File: config.mk
export PLATFORM = sky130hd
export DESIGN_NAME = sha1_byte_stream_hash_unit
export DESIGN_NICKNAME = d
export VERILOG_FILES = /design/src/hdl/sha1bs_pkg.sv /design/src/hdl/sha1_byte_stream_hash_unit.sv /design/src/hdl/sha1bs_core.sv
export SDC_FILE = /design/constraint.sdc
export NUM_CORES = 2
export LEC_CHECK = 0
export ABC_AREA = 1
export BUFFER_PORTS_ARGS = -buffer_cell sky130_fd_sc_hd__buf_2
export CAP_MARGIN = 20
export CORE_UTILIZATION = 55
export DETAILED_ROUTE_END_ITERATION = 8
export PLACE_DENSITY = 0.79
export SYNTH_ARGS = -nofsm -noshare
export SYNTH_HDL_FRONTEND = slang
export SYNTH_SLANG_ARGS = --single-unit
File: constraint.sdc
create_clock -name clk -period 38.7 [get_ports clk]
set_input_delay 7.74 -clock clk [delete_from_list [all_inputs] [get_ports clk]]
set_output_delay 7.74 -clock clk [all_outputs]
set_load 0.01 [all_outputs]
File: src/hdl/sha1bs_pkg.sv
`timescale 1ns / 1ps
// ---------------------------------------------------------------------------
// sha1bs_pkg
// Shared types, constants and round functions for the byte-stream SHA-1 unit.
// ---------------------------------------------------------------------------
package sha1bs_pkg;

	// initial hash words
	localparam logic [31:0] IV0 = 32'h67452301;
	localparam logic [31:0] IV1 = 32'hEFCDAB89;
	localparam logic [31:0] IV2 = 32'h98BADCFE;
	localparam logic [31:0] IV3 = 32'h10325476;
	localparam logic [31:0] IV4 = 32'hC3D2E1F0;

	// round constants
	localparam logic [31:0] K0 = 32'h5A827999;
	localparam logic [31:0] K1 = 32'h6ED9EBA1;
	localparam logic [31:0] K2 = 32'h8F1BBCDC;
	localparam logic [31:0] K3 = 32'hCA62C1D6;

	// padding
	localparam logic [7:0] PAD_MARK = 8'h80;
	localparam logic [5:0] LEN_POS  = 6'd56;
	localparam logic [5:0] BLK_LAST = 6'd63;
	localparam logic [6:0] RND_LAST = 7'd79;

	// operations of the compression core
	typedef enum logic [2:0] {
		CORE_NOP,
		CORE_BYTE,
		CORE_ROUND,
		CORE_ADD,
		CORE_INIT
	} core_op_t;

	typedef struct packed {
		core_op_t    op;
		logic [7:0]  data;
		logic [6:0]  rnd;
	} core_cmd_t;

	// sequencer states
	typedef enum logic [2:0] {
		ST_IDLE,
		ST_PAD,
		ST_ROUND,
		ST_ADD,
		ST_DONE
	} state_t;

	// round-dependent boolean function
	function automatic logic [31:0] round_fn(input logic [6:0] rnd, input logic [31:0] b,
		input logic [31:0] c, input logic [31:0] d);
		logic [31:0] res;
		if (rnd < 7'd20) begin
			res = (b & c) | (~b & d);
		end else if (rnd < 7'd40) begin
			res = b ^ c ^ d;
		end else if (rnd < 7'd60) begin
			res = (b & c) | (b & d) | (c & d);
		end else begin
			res = b ^ c ^ d;
		end
		return res;
	endfunction

	// round-dependent additive constant
	function automatic logic [31:0] round_k(input logic [6:0] rnd);
		logic [31:0] res;
		if (rnd < 7'd20) begin
			res = K0;
		end else if (rnd < 7'd40) begin
			res = K1;
		end else if (rnd < 7'd60) begin
			res = K2;
		end else begin
			res = K3;
		end
		return res;
	endfunction

	function automatic logic [31:0] rotl(input logic [31:0] v, input int unsigned n);
		return (v << n) | (v >> (32 - n));
	endfunction

endpackage

File: src/hdl/sha1_byte_stream_hash_unit.sv
`timescale 1ns / 1ps
// Flow: a word that does not fill a block is taken while idle; a word that fills
// the 64-byte block starts 80 rounds on the single round unit and one final add.
// An ending word then feeds 9 to 72 padding bytes at one per cycle, with one or two
// compressions among them; the digest is registered once the output register is free.
// No word is taken while a block is compressed or padded; the round unit sets throughput.
// Reset: asynchronous, active low; hash words to the initial values, byte count to zero.
// ---------------------------------------------------------------------------
// sha1_byte_stream_hash_unit
// Byte-stream SHA-1: buffers bytes in the message window, pads on request and
// returns the 160-bit digest through a registered output.
// ---------------------------------------------------------------------------
module sha1_byte_stream_hash_unit (
	input  logic        clk,
	input  logic        arst_n,
	input  logic        in_valid,
	output logic        in_ready,
	input  logic [7:0]  data_byte,
	input  logic        has_byte,
	input  logic        ends_message,
	output logic        out_valid,
	input  logic        out_ready,
	output logic [63:0] digest_high,
	output logic [63:0] digest_middle,
	output logic [31:0] digest_low
);

	sha1bs_pkg::state_t    state_q, state_d;
	sha1bs_pkg::core_cmd_t cmd;
	logic [159:0]          digest;
	logic [63:0]           cnt_q;
	logic [63:0]           len_q;
	logic [63:0]           cnt_inc;
	logic [6:0]            rnd_q;
	logic                  first_q;
	logic                  lenph_q;
	logic                  pad_q;
	logic                  out_valid_q;
	logic [63:0]           dig_high_q, dig_mid_q;
	logic [31:0]           dig_low_q;
	logic [7:0]            pad_byte;
	logic                  accept;
	logic                  finish;

	assign accept  = in_valid && in_ready;
	assign cnt_inc = cnt_q + {63'd0, has_byte};

	// padding byte: marker, zeros, then big-endian bit length
	always_comb begin
		if (first_q) begin
			pad_byte = sha1bs_pkg::PAD_MARK;
		end else if (lenph_q || cnt_q[5:0] == sha1bs_pkg::LEN_POS) begin
			pad_byte = len_q[{~cnt_q[2:0], 3'b000} +: 8];
		end else begin
			pad_byte = 8'h00;
		end
	end

	sha1bs_core u_core (
		.clk    (clk),
		.arst_n (arst_n),
		.cmd    (cmd),
		.digest (digest)
	);

	// state register
	always_ff @(posedge clk or negedge arst_n) begin
		if (!arst_n) begin
			state_q <= sha1bs_pkg::ST_IDLE;
		end else begin
			state_q <= state_d;
		end
	end

	// next state and core commands
	always_comb begin
		state_d  = state_q;
		in_ready = 1'b0;
		finish   = 1'b0;
		cmd.op   = sha1bs_pkg::CORE_NOP;
		cmd.data = pad_byte;
		cmd.rnd  = rnd_q;
		unique case (state_q)
			sha1bs_pkg::ST_IDLE: begin
				in_ready = 1'b1;
				if (in_valid) begin
					if (has_byte) begin
						cmd.op   = sha1bs_pkg::CORE_BYTE;
						cmd.data = data_byte;
						if (cnt_q[5:0] == sha1bs_pkg::BLK_LAST) begin
							state_d = sha1bs_pkg::ST_ROUND;
						end else if (ends_message) begin
							state_d = sha1bs_pkg::ST_PAD;
						end
					end else if (ends_message) begin
						state_d = sha1bs_pkg::ST_PAD;
					end
				end
			end
			sha1bs_pkg::ST_PAD: begin
				cmd.op = sha1bs_pkg::CORE_BYTE;
				if (cnt_q[5:0] == sha1bs_pkg::BLK_LAST) begin
					state_d = sha1bs_pkg::ST_ROUND;
				end
			end
			sha1bs_pkg::ST_ROUND: begin
				cmd.op = sha1bs_pkg::CORE_ROUND;
				if (rnd_q == sha1bs_pkg::RND_LAST) begin
					state_d = sha1bs_pkg::ST_ADD;
				end
			end
			sha1bs_pkg::ST_ADD: begin
				cmd.op = sha1bs_pkg::CORE_ADD;
				if (lenph_q) begin
					state_d = sha1bs_pkg::ST_DONE;
				end else if (pad_q) begin
					state_d = sha1bs_pkg::ST_PAD;
				end else begin
					state_d = sha1bs_pkg::ST_IDLE;
				end
			end
			sha1bs_pkg::ST_DONE: begin
				if (!out_valid_q || out_ready) begin
					cmd.op  = sha1bs_pkg::CORE_INIT;
					finish  = 1'b1;
					state_d = sha1bs_pkg::ST_IDLE;
				end
			end
			default: begin
				state_d = sha1bs_pkg::ST_IDLE;
			end
		endcase
	end

	// byte count, round counter and padding progress
	always_ff @(posedge clk or negedge arst_n) begin
		if (!arst_n) begin
			cnt_q   <= '0;
			rnd_q   <= '0;
			first_q <= 1'b0;
			lenph_q <= 1'b0;
			pad_q   <= 1'b0;
		end else begin
			if (finish) begin
				cnt_q <= '0;
			end else if (cmd.op == sha1bs_pkg::CORE_BYTE) begin
				cnt_q <= cnt_q + 64'd1;
			end
			if (state_q == sha1bs_pkg::ST_ROUND) begin
				rnd_q <= rnd_q + 7'd1;
			end else begin
				rnd_q <= '0;
			end
			if (accept) begin
				pad_q   <= ends_message;
				first_q <= 1'b1;
				lenph_q <= 1'b0;
			end else if (finish) begin
				pad_q   <= 1'b0;
				lenph_q <= 1'b0;
			end else if (state_q == sha1bs_pkg::ST_PAD) begin
				if (first_q) begin
					first_q <= 1'b0;
				end else if (cnt_q[5:0] == sha1bs_pkg::LEN_POS) begin
					lenph_q <= 1'b1;
				end
			end
		end
	end

	// bit length of the message, latched when the ending word is taken
	always_ff @(posedge clk) begin
		if (accept && ends_message) begin
			len_q <= {cnt_inc[60:0], 3'b000};
		end
	end

	// output register
	always_ff @(posedge clk or negedge arst_n) begin
		if (!arst_n) begin
			out_valid_q <= 1'b0;
		end else if (finish) begin
			out_valid_q <= 1'b1;
		end else if (out_ready) begin
			out_valid_q <= 1'b0;
		end
	end

	always_ff @(posedge clk) begin
		if (finish) begin
			dig_high_q <= digest[159:96];
			dig_mid_q  <= digest[95:32];
			dig_low_q  <= digest[31:0];
		end
	end

	assign out_valid     = out_valid_q;
	assign digest_high   = dig_high_q;
	assign digest_middle = dig_mid_q;
	assign digest_low    = dig_low_q;

`ifndef SYNTHESIS
	// compression starts only on a full block
	a_round_full: assert property (@(posedge clk) disable iff (!arst_n)
		(state_q == sha1bs_pkg::ST_ROUND && rnd_q == 7'd0) |-> cnt_q[5:0] == 6'd0)
		else $error("compression started on a partial block");

	// final add follows the last round
	a_add_order: assert property (@(posedge clk) disable iff (!arst_n)
		(state_q == sha1bs_pkg::ST_ADD) |->
		($past(state_q) == sha1bs_pkg::ST_ROUND && $past(rnd_q) == sha1bs_pkg::RND_LAST))
		else $error("final add without a full round sequence");

	// length bytes occupy the block tail only
	a_len_pos: assert property (@(posedge clk) disable iff (!arst_n)
		lenph_q |-> (cnt_q[5:3] == 3'b111 || cnt_q[5:0] == 6'd0))
		else $error("length bytes outside the block tail");

	// digest only after a padded, block-aligned message
	a_done_aligned: assert property (@(posedge clk) disable iff (!arst_n)
		(state_q == sha1bs_pkg::ST_DONE) |-> (lenph_q && cnt_q[5:0] == 6'd0))
		else $error("digest produced before padding completed");
`endif

endmodule

File: src/hdl/sha1bs_core.sv
`timescale 1ns / 1ps
// ---------------------------------------------------------------------------
// sha1bs_core
// Compression datapath: 16-word message window, working variables, one
// shared round unit and the five hash words.
// ---------------------------------------------------------------------------
module sha1bs_core (
	input  logic                  clk,
	input  logic                  arst_n,
	input  sha1bs_pkg::core_cmd_t cmd,
	output logic [159:0]          digest
);

	logic [31:0]  h_q [5];
	logic [31:0]  a_q, b_q, c_q, d_q, e_q;
	logic [511:0] win_q;
	logic [31:0]  w0, w2, w8, w13;
	logic [31:0]  w_new;
	logic [31:0]  nxt;

	// window taps, word 0 is the current schedule word
	assign w0  = win_q[511 -: 32];
	assign w2  = win_q[511 - 32 * 2 -: 32];
	assign w8  = win_q[511 - 32 * 8 -: 32];
	assign w13 = win_q[511 - 32 * 13 -: 32];
	assign w_new = sha1bs_pkg::rotl(w13 ^ w8 ^ w2 ^ w0, 1);

	// shared round adder
	assign nxt = sha1bs_pkg::rotl(a_q, 5) + sha1bs_pkg::round_fn(cmd.rnd, b_q, c_q, d_q)
		+ e_q + sha1bs_pkg::round_k(cmd.rnd) + w0;

	// hash words
	always_ff @(posedge clk or negedge arst_n) begin
		if (!arst_n) begin
			h_q[0] <= sha1bs_pkg::IV0;
			h_q[1] <= sha1bs_pkg::IV1;
			h_q[2] <= sha1bs_pkg::IV2;
			h_q[3] <= sha1bs_pkg::IV3;
			h_q[4] <= sha1bs_pkg::IV4;
		end else begin
			unique case (cmd.op)
				sha1bs_pkg::CORE_INIT: begin
					h_q[0] <= sha1bs_pkg::IV0;
					h_q[1] <= sha1bs_pkg::IV1;
					h_q[2] <= sha1bs_pkg::IV2;
					h_q[3] <= sha1bs_pkg::IV3;
					h_q[4] <= sha1bs_pkg::IV4;
				end
				sha1bs_pkg::CORE_ADD: begin
					h_q[0] <= h_q[0] + a_q;
					h_q[1] <= h_q[1] + b_q;
					h_q[2] <= h_q[2] + c_q;
					h_q[3] <= h_q[3] + d_q;
					h_q[4] <= h_q[4] + e_q;
				end
				default: begin
				end
			endcase
		end
	end

	// window and working variables; loading a byte also primes a..e
	always_ff @(posedge clk) begin
		unique case (cmd.op)
			sha1bs_pkg::CORE_BYTE: begin
				win_q <= {win_q[503:0], cmd.data};
				a_q   <= h_q[0];
				b_q   <= h_q[1];
				c_q   <= h_q[2];
				d_q   <= h_q[3];
				e_q   <= h_q[4];
			end
			sha1bs_pkg::CORE_ROUND: begin
				win_q <= {win_q[479:0], w_new};
				a_q   <= nxt;
				b_q   <= a_q;
				c_q   <= sha1bs_pkg::rotl(b_q, 30);
				d_q   <= c_q;
				e_q   <= d_q;
			end
			default: begin
			end
		endcase
	end

	assign digest = {h_q[0], h_q[1], h_q[2], h_q[3], h_q[4]};

endmodule
==> summary.md <==
| Metric | Value |
|---|---|
| Run status | finished, final reports clean |
| Post-CTS Setup Bufs | 0 |
| Launching element type of the critical path | input pin |
| Total negative slack | 0 ns |
| Share of synthesized area occupied by flip-flops and latches | between 50% and 60% |
| Sink count of the clock tree | 1128 |
| Cell types with the highest counts after synthesis | 2992 x sky130_fd_sc_hd__nand2_1, 893 x sky130_fd_sc_hd__edfxtp_1, 814 x sky130_fd_sc_hd__inv_1, 448 x sky130_fd_sc_hd__nor2_1, 342 x sky130_fd_sc_hd__o21ai_0 |
| Std-Cell Core Area | 0.116 mm² |
| Dominant cell type by area after synthesis | sky130_fd_sc_hd__edfxtp_1 |
| # DRC | 0 |
| Cells after synthesis | about 7600 |
| Standard-cell rows | 125 |
| Starting Density | approximately 56% |
| Setup repair after global routing missed its margin | false |
| Net Count, Synth | 7942 |
| Worst-Margin Slew | 1.25 ns |
| Detail-routed net length per standard cell | between 20 and 25 µm |
| Chip width | around 340 µm |
| Final estimated routing congestion in global placement | about 1.0 |
| CP Class | input pin to register |
| Number of hold buffers added after cts | 0 |
| Area fraction of the dominant cell type after synthesis | between 40% and 50% |
| Layout cells sized above 1 | under 10% |
| Detailed route wirelength on metal3 | ~16000 µm |
| Number of buffers created by CTS | 118 |
| Estimated wirelength of the detail-placed design | between 100000 and 150000 µm |
| Maximum number of pins on one net before global-route repair | 266 |
| Floorplan die height | 345 µm |
| Max_slew headroom | between 15 and 20% |
| Share of flip-flops with an asynchronous set or reset | 20.8% |
| Clock root buffer master | sky130_fd_sc_hd__clkbuf_16 |
| Total GRT Usage | between 30 and 40% |
| Total overflow reported by the global router | 0 |
| Routed length on met1 | roughly 79000 µm |
| Crit path capture type | register |
| Vias after detailed routing | 52664 |
| Reported max-cap violation count | 0 |
| Number of antenna violations at the first check in global routing | 6 |
| Ys flop type | sky130_fd_sc_hd__edfxtp_1 |
| Number of H-tree levels | 3 |
| Clock tree from TritonCTS | done |
| Net count of the finished layout | 8054 |
| Later-pin clock latency in the skew report | approximately 0.76 ns |
| Crit-path max FO | approximately 190 |
| Number of buffers added on ports | between 150 and 200 |
| Number of synthesized flops with an enable pin | between 800 and 900 |
| DRC marker count from the first detailed-route iteration | 5788 |
| Drt via density | roughly 5.6 |
| Yosys warnings | 0 |
| Tmin final | ~11 ns |
| Total routed wirelength | 196000 µm |
| Final Hold Violating Endpoints | 0 |
| Fin. max-slew vios | 0 |
| Total I/O pin count | 176 |
| Number of cells on the worst hold path | 1 |
| Max frequency | between 90 and 100 MHz |
| Cells on worst reg2reg path | 24 |
| Buffer depth of the longest clock path | 3 |
| Highest metal layer used by the detailed router | met5 |
| Data arrival time of the critical path | 10.97 ns |
| Avg Cell Area, Syn | around 8.5 µm² |
| Die outline area | about 0.12 mm² |
| Required time of the critical path | 39.08 ns |
| Synth top area cells | sky130_fd_sc_hd__edfxtp_1 42%, sky130_fd_sc_hd__nand2_1 17%, sky130_fd_sc_hd__dfrtp_1 6.0% |
| Setup Skew | 0.0546 ns |
| Number of distinct library cells after synthesis | between 50 and 60 |
| Global-route wire length before repair | just under 300000 µm |
| Most frequent cell after synthesis | sky130_fd_sc_hd__nand2_1 |
| Synthesis-stage register bit count | 1128 |
| Period Utilization, post-route | between 20% and 30% |
| Layout Area Growth over Synthesis | 9.65% |
| Detail Route Antenna Nets | 0 |
| Final setup violation count | 0 |
| Vias in the first global route | 50351 |
| Worst-path clk slew | 0.06 ns |
| Type of the tightest min-delay check | register to register |
| Initial DRT Pass Iterations | 8 |
| Post-Syn Area | 0.0646 mm² |
| DR WL met2 | approximately 89000 µm |
| Resized cells post-CTS | 0 |
## layout by cell type, fill, tap and decap left out, types with 8 or more instances in the layout
cell and n:
sky130_fd_sc_hd__a21oi_1 331, sky130_fd_sc_hd__buf_2 174, sky130_fd_sc_hd__buf_4 30, sky130_fd_sc_hd__bufinv_16 11, sky130_fd_sc_hd__clkbuf_1 23, sky130_fd_sc_hd__clkbuf_16 118, sky130_fd_sc_hd__clkbuf_8 10, sky130_fd_sc_hd__clkinv_1 25
sky130_fd_sc_hd__clkinv_2 23, sky130_fd_sc_hd__dfrtp_1 155, sky130_fd_sc_hd__dfstp_2 80, sky130_fd_sc_hd__edfxtp_1 893, sky130_fd_sc_hd__fa_1 124, sky130_fd_sc_hd__ha_1 225, sky130_fd_sc_hd__inv_1 812, sky130_fd_sc_hd__inv_2 17
sky130_fd_sc_hd__nand2_1 2989, sky130_fd_sc_hd__nand2_2 8, sky130_fd_sc_hd__nand3_1 314, sky130_fd_sc_hd__nand3b_1 12, sky130_fd_sc_hd__nand4_1 96, sky130_fd_sc_hd__nor2_1 446, sky130_fd_sc_hd__nor2_2 15, sky130_fd_sc_hd__nor2_4 10
sky130_fd_sc_hd__nor3_1 69, sky130_fd_sc_hd__o211ai_1 10, sky130_fd_sc_hd__o21a_1 8, sky130_fd_sc_hd__o21ai_0 342, sky130_fd_sc_hd__o21bai_1 32, sky130_fd_sc_hd__o221ai_1 11, sky130_fd_sc_hd__o22ai_1 45, sky130_fd_sc_hd__or2_2 32
sky130_fd_sc_hd__xnor2_1 122, sky130_fd_sc_hd__xor2_1 76
## layout make-up
class | count | area (µm²)
fill | 10107 | 45500
sequential | 1128 | 32800
multi-input combinational | 5396 | 27800
clock buffer | 151 | 3180
inverter | 837 | 3160
tap | 1524 | 1910
timing repair buffer | 210 | 1220
clock inverter | 75 | 802
antenna | 2 | 5.00
## registers in the layout (all words and copies together), names as in the netlist, 3 cells and up
name           flops
digest_middle     64
u_core.d_q        32
rnd_q              7
u_core.c_q        32
len_q             61
u_core.win_q     512
u_core.e_q        32
cnt_q             61
digest_high       64
digest_low        32
u_core.a_q        32
u_core.digest    160
u_core.b_q        32
state_q            3
## worst paths after layout
check                      startpoint            endpoint  slack [ns]
max                          in_valid   u_core.win_q[373]       28.11
max reg2reg                  rnd_q[5]      u_core.a_q[12]       32.53
min                          rnd_q[0]            rnd_q[0]        0.46
min reg2reg                  rnd_q[0]            rnd_q[0]        0.46
min in group asynchronous      arst_n   u_core.digest[58]        6.92
max in group asynchronous      arst_n  u_core.digest[106]       29.57
## critical path, cell delays in order
cell and delay, ns:
sky130_fd_sc_hd__buf_2 0.11, sky130_fd_sc_hd__nand3_2 0.13, sky130_fd_sc_hd__nand2_1 0.10, sky130_fd_sc_hd__nand2_2 0.31
sky130_fd_sc_hd__nand2_4 0.78, sky130_fd_sc_hd__buf_4 0.76, sky130_fd_sc_hd__buf_12 0.70
## stage by stage
step | utilization [%] | hold slack [ns] | std cells | setup WS, ns | area (µm²)
final | 60.9 | 0.458 | 9323 | 28.11 | 70800
after global routing | 60.9 | 0.493 | 9321 | 28.01 | 70800
after CTS | 60.8 | 0.462 | 9320 | 28.23 | 70800
after detailed placement | 57.4 | 0.454 | 9094 | 27.40 | 66800
after global placement | 57.4 | 0.446 | 9094 | 27.43 | 66800
after floorplan | - | 0.433 | 7579 | 15.04 | 64600
## layer usage
layer | GRT usage [%] | up-vias
li1 | - | 24870
met1 | 43.6 | 25058
met2 | 52.3 | 2261
met3 | 5.87 | 469
met4 | 16.2 | 6
met5 | 0 | -
## cells by family (layout without fill, tap and decap cells)
| family | Yosys count | after routing | synth area share, % |
|---|---|---|---|
| buffers and inverters | 1055 | 1273 | 6.31 |
| DFF | 1128 | 1128 | 50.8 |
| and+or+nand+nor | 4035 | 4035 | 25.2 |
| other | 0 | 2 | 0 |
| xor gates and xnor gates | 198 | 198 | 2.68 |
| AOI/OAI and AO/OA | 814 | 814 | 6.81 |
| adders and majority gates | 349 | 349 | 8.20 |
Power is left out: the tool's default activity adds up to more than one toggle a clock period on the data nets, which glitch-free logic cannot reach.
